## src/hw/rtl/bilinear_interpolator_defines.svh

```systemverilog
// Assertion macros used by the bilinear interpolator top level.
`ifndef BILINEAR_INTERPOLATOR_DEFINES_SVH
`define BILINEAR_INTERPOLATOR_DEFINES_SVH
`ifndef SYNTHESIS
`define BI_ASSERT(lbl, prop, msg) \
   lbl: assert property (@(posedge clock) disable iff (reset) (prop)) else $error(msg);
`define BI_ASSERT_IMPL(lbl, ante, cons, msg) \
   lbl: assert property (@(posedge clock) disable iff (reset) (ante) |-> (cons)) \
      else $error(msg);
`else
`define BI_ASSERT(lbl, prop, msg)
`define BI_ASSERT_IMPL(lbl, ante, cons, msg)
`endif
`endif

```

## src/hw/rtl/bi_pkg.sv

```systemverilog
// Widths, word types and pipeline flags of the bilinear interpolator.
package bi_pkg;
   localparam int COORD_BITS = 24;
   localparam int VALUE_BITS = 32;

   typedef struct packed {
      logic signed [COORD_BITS-1:0] px;
      logic signed [COORD_BITS-1:0] py;
      logic signed [COORD_BITS-1:0] lo_x;
      logic signed [COORD_BITS-1:0] lo_y;
      logic signed [COORD_BITS-1:0] hi_x;
      logic signed [COORD_BITS-1:0] hi_y;
      logic signed [VALUE_BITS-1:0] val_ll;
      logic signed [VALUE_BITS-1:0] val_hl;
      logic signed [VALUE_BITS-1:0] val_lh;
      logic signed [VALUE_BITS-1:0] val_hh;
   } req_type;

   typedef struct packed {
      logic signed [VALUE_BITS-1:0] blended;
      logic                         degenerate;
      logic                         saturated;
   } rsp_type;

   typedef struct packed {
      logic valid;
      logic neg;
      logic degen;
      logic ovf;
   } flag_type;
endpackage

```

## src/hw/rtl/bi_fin.sv

```systemverilog
// Rounding, sign, saturation and the output register.
module bi_fin import bi_pkg::*; #(
   parameter int V = VALUE_BITS,
   parameter int W = 2 * (COORD_BITS + 1)
) (
   input  logic                clock,
   input  logic                reset,
   input  flag_type            flg_i,
   input  logic        [V-1:0] q_i,
   input  logic        [W-1:0] rem_i,
   input  logic        [W-1:0] area_i,
   output logic                strobe,
   output logic signed [V-1:0] blended,
   output logic                degenerate,
   output logic                saturated
);
   localparam logic [V:0] NEG_LIM = (V+1)'(1) << (V - 1);
   localparam logic [V:0] POS_LIM = NEG_LIM - (V+1)'(1);

   flag_type            flg_ff;
   logic        [V:0]   qr_ff;
   logic                strobe_ff, degen_ff, sat_ff;
   logic signed [V-1:0] res_ff;
   logic                sat_in;
   logic        [V-1:0] res_in;

   always_ff @(posedge clock) begin
      if (reset) begin
         flg_ff <= '0;
         strobe_ff <= 1'b0;
      end else begin
         flg_ff <= flg_i;
         strobe_ff <= flg_ff.valid;
      end
   end

   // round half away from zero on the magnitude
   always_ff @(posedge clock) begin
      qr_ff <= (V+1)'(q_i) + (V+1)'({rem_i, 1'b0} >= {1'b0, area_i});
   end

   always_comb begin
      sat_in = 1'b0;
      res_in = '0;
      if (flg_ff.degen) begin
         res_in = '0;
      end else if (flg_ff.neg) begin
         if (flg_ff.ovf || qr_ff > NEG_LIM) begin
            sat_in = 1'b1;
            res_in = NEG_LIM[V-1:0];
         end else begin
            res_in = V'(-qr_ff);
         end
      end else begin
         if (flg_ff.ovf || qr_ff > POS_LIM) begin
            sat_in = 1'b1;
            res_in = POS_LIM[V-1:0];
         end else begin
            res_in = qr_ff[V-1:0];
         end
      end
   end

   always_ff @(posedge clock) begin
      res_ff <= $signed(res_in);
      degen_ff <= flg_ff.degen;
      sat_ff <= sat_in;
   end

   assign strobe     = strobe_ff;
   assign blended    = res_ff;
   assign degenerate = degen_ff;
   assign saturated  = sat_ff;
endmodule

```

## config.mk

```make
export PLATFORM = sky130hd
export DESIGN_NAME = bi_fin
export DESIGN_NICKNAME = d
export VERILOG_FILES = /design/src/hw/rtl/bilinear_interpolator_defines.svh /design/src/hw/rtl/bi_pkg.sv /design/src/hw/rtl/bi_fin.sv
export SDC_FILE = /design/constraint.sdc
export NUM_CORES = 1
export LEC_CHECK = 0
export BUFFER_PORTS_ARGS = -buffer_cell sky130_fd_sc_hd__buf_2
export CAP_MARGIN = 20
export CORE_ASPECT_RATIO = 1.4
export CORE_UTILIZATION = 50
export CTS_CLUSTER_SIZE = 12
export DETAILED_ROUTE_END_ITERATION = 7
export MAX_ROUTING_LAYER = met4
export PLACE_DENSITY = 0.84
export SLEW_MARGIN = 30
export SYNTH_ARGS = -nofsm -noshare
export SYNTH_HDL_FRONTEND = slang
export SYNTH_SLANG_ARGS = --single-unit
```

## constraint.sdc

```tcl
create_clock -name clock -period 4.7 [get_ports clock]
set_input_delay 0.94 -clock clock [delete_from_list [all_inputs] [get_ports clock]]
set_output_delay 0.94 -clock clock [all_outputs]
set_load 0.01 [all_outputs]
```

==> metrics.md <==
| Metric | Value |
|---|---|
| Dominant synthesized flop cell | dfxtp_1 |
| Reg2reg start | qr_ff[19] |
| Synth async-reset ratio | 0% |
| Post-synth net total | 743 |
| Layout cells sized above 1 | 28.7% |
| DIE HEIGHT | 116 µm |
| Total GRT Usage | 28.9% |
| Core area | about 0.0090 mm² |
| Unrepaired setup endpoints after global routing | false |
| Dpl cells | 820 |
| Critical Path Sink | qr_ff[28] |
| Layout Cells excl Fill | 835 |
| Uppermost layer routed | met4 |
| Ranking of synthesized cells by area | dfxtp_1, ha_1, inv_1 |
| Pre-CTS WS | 492 ps |
| Tightest Pin Transition | 728 ps |
| Met2 Wirelength | between 7 and 8 mm |
| Pwr Total | 1.77 mW |
| WL met3 | 979 µm |
| Antenna Nets Post-Route | 0 |
| Layout filler cell count | 770 |
| Per-cell routed wire length | 16.8 µm |
| Post-synthesis sequential area ratio | 30.9% |
| I/O pins | approximately 170 |
| Drt via density | 6.02 |
| Fin nets | 916 |
| CTS Buf Count | 9 |
| WL final | 14.0 mm |
| Max-Cap Viols | 0 |
| Yosys top cell by area | dfxtp_1 |
| CP Data Required Time | 4930 ps |
| CTS tree | done |
| Clock Skews | 3.59 ps |
| Final Max Slew Viols | 0 |
| Largest net degree at the start of global routing | 19 |
| DRC | 0 |
| CP Launch Point | area_i[10] |
| CTS clk-pin slew, worst paths | 50 ps |
| Syn_area_per_cell | 8.47 µm² |
| Die ar. | roughly 0.01 mm² |
| CP max FO | 6 |
| H-tree depth | 3 |
| Fin Setup TNS | 0 ps |
| Setup Buffers After CTS | 0 |
| DPL Wire Length | 11.5 mm |
| Initial core utilization | 51.7% |
| Vias in the first global route | around 4.8k |
| Maximum VDD drop | 0.000406 V |
| Cell Area, Synth | between 0.004 and 0.005 mm² |
| Final critical-path setup slack | 836 ps |
| Power per standard cell area | 299 mW/mm² |
| Number of enable flip-flop cells after synthesis | 0 |
| Synth Instances | 551 |
| Gpl congestion | ~0.95 |
| Synth Register Bits | 72 |
| Status | finished clean |
| Via count | around 5.0k |
| Slew HR | about half |
| Setup violations, final | 0 |
| Layout overhead on the synthesized area | 27.0% |
| Initial antenna violation count | 0 |
| CTS root buf | clkbuf_16 |
| Post-synth top area share | a little under a third |
| Final hold vios | 0 |
| Post-route minimum period | ~3900 ps |
| Critical path class | in -> reg |
| Post-CTS sizing | 0 |
| # diodes | 0 |
| Fmax | 0.259 GHz |
| Metal1 wirelength | between 4 and 5 mm |
| Leakage | 2.83 nW |
| Clock Path Buffers | 2 |
| Reg2reg end | blended[27] |
| Initial drt markers | 382 |
| Worst setup SP type | primary input |
| Clock sinks | 72 |
| IO buf count | approximately 170 |
| Row Count | between 40 and 50 |
| Worst setup EP type | register |
| Worst-Skew Late Latency | 340 ps |
| Worst Hold Class | reg -> reg |
| R2R depth | 6 |
| Synth warn | 0 |
| Critical Path AT | 4090 ps |
| First-pass GRT wire length | approximately 21 mm |
| Total gr overflow | 0 |
| Cell variety after synth | 60 |
| First-pass DRT Iterations | 6 |
| # hold bufs at CTS | 0 |
| Reg-to-reg setup timing slack | 1810 ps |
| Horiz. Die Dim | 83.7 µm |
| Final period util | 82.2% |
how the worst min path moves through the flow:
stage / startpoint / endpoint / slack, ps / cells after the start
floorplan: flg_ff[1] / degenerate / 360 / 0
global placement: flg_ff[3] / strobe / 430 / 1
detailed placement: flg_ff[3] / strobe / 440 / 1
CTS: flg_ff[3] / strobe / 450 / 1
global route: flg_ff[3] / strobe / 470 / 1
finish: flg_ff[3] / strobe / 440 / 1
cells in the final DEF (no fill, tap or decap), drive strengths merged, types with 4 or more instances in the layout:
master    n
a211o    10
a211oi    5
a21o     11
a21oi    28
a221o     7
a311o     5
a31o      5
a31oi     4
and3      6
and4      4
buf     173
clkbuf   12
dfxtp    72
ha       54
inv      60
nand2    38
nand3    17
nand4    30
nor2     27
nor2b     6
nor3     32
nor3b     7
nor4     11
o21ai    17
or3       8
or4       9
xnor2    23
xor2      9
through the flow:
step                      utilization [%]  hold WS, ps  cell area [µm²]
after floorplan                         -          363             4670
after global placement               62.0          431             5600
after detailed placement             62.0          435             5600
after CTS                            65.6          451             5920
after global routing                 65.6          470             5930
final                                65.6          443             5930
cell families (layout without fill, tap and decap cells):
group | Yosys count | in the layout | synth area share [%]
xor+xnor | 32 | 32 | 6.00
simple gates | 207 | 207 | 24.8
flops | 72 | 72 | 30.9
fa+ha+maj | 54 | 54 | 14.5
buf+inv | 71 | 248 | 6.30
compound gates | 115 | 115 | 17.6
sequential cells by signal, summed over array words and instances (netlist names):
register and count:
qr_ff 33, blended 32, flg_ff 4, degenerate 1
saturated 1, strobe 1
cell type report:
cell class,instances,area (µm²),share of cell area (%)
Clock inverter,3,65.1,1.10
Sequential cell,72,1440,24.3
Clock buffer,12,256,4.33
Timing Repair Buffer,173,868,14.7
Inverter,60,225,3.80
Multi-Input combinational cell,408,2940,49.5
Tap cell,107,134,2.26
layer usage:
layer,global-route usage (%),vias up
li1,-,2381
met1,27.4,2303
met2,56.0,288
met3,5.65,54
met4,13.8,0
met5,-,-
cells in the mapped netlist, drive strengths merged, types with 4 or more instances:
master and number:
dfxtp 72, inv 60, ha 54, nand2 38, nor3 32, nand4 30
a21oi 28, nor2 27, xnor2 23, nand3 17, o21ai 17, a21o 11
nor4 11, a211o 10, or4 9, xor2 9, or3 8, a221o 7
clkbuf 7, nor3b 7, and3 6, nor2b 6, a211oi 5, a311o 5
a31o 5, a31oi 4, and4 4, buf 4
power breakdown:
part | total (mW) | switching [mW] | internal [mW]
Sequential | 0.707 | 0.0427 | 0.664
Combinational | 0.345 | 0.182 | 0.163
Clock | 0.722 | 0.233 | 0.489
critical path, stage by stage:
cell and delay, ps:
buf_2 80, inv_1 30, ha_1 300, nand4_1 100
a211oi_1 200, a2111oi_0 120, o41ai_1 390, a311oi_1 190
o31ai_1 300, ha_1 310, ha_1 310, inv_1 100
nor4_1 450, nand3_1 150, xnor2_1 140
Note: power is estimated with default switching activity, not from simulation.
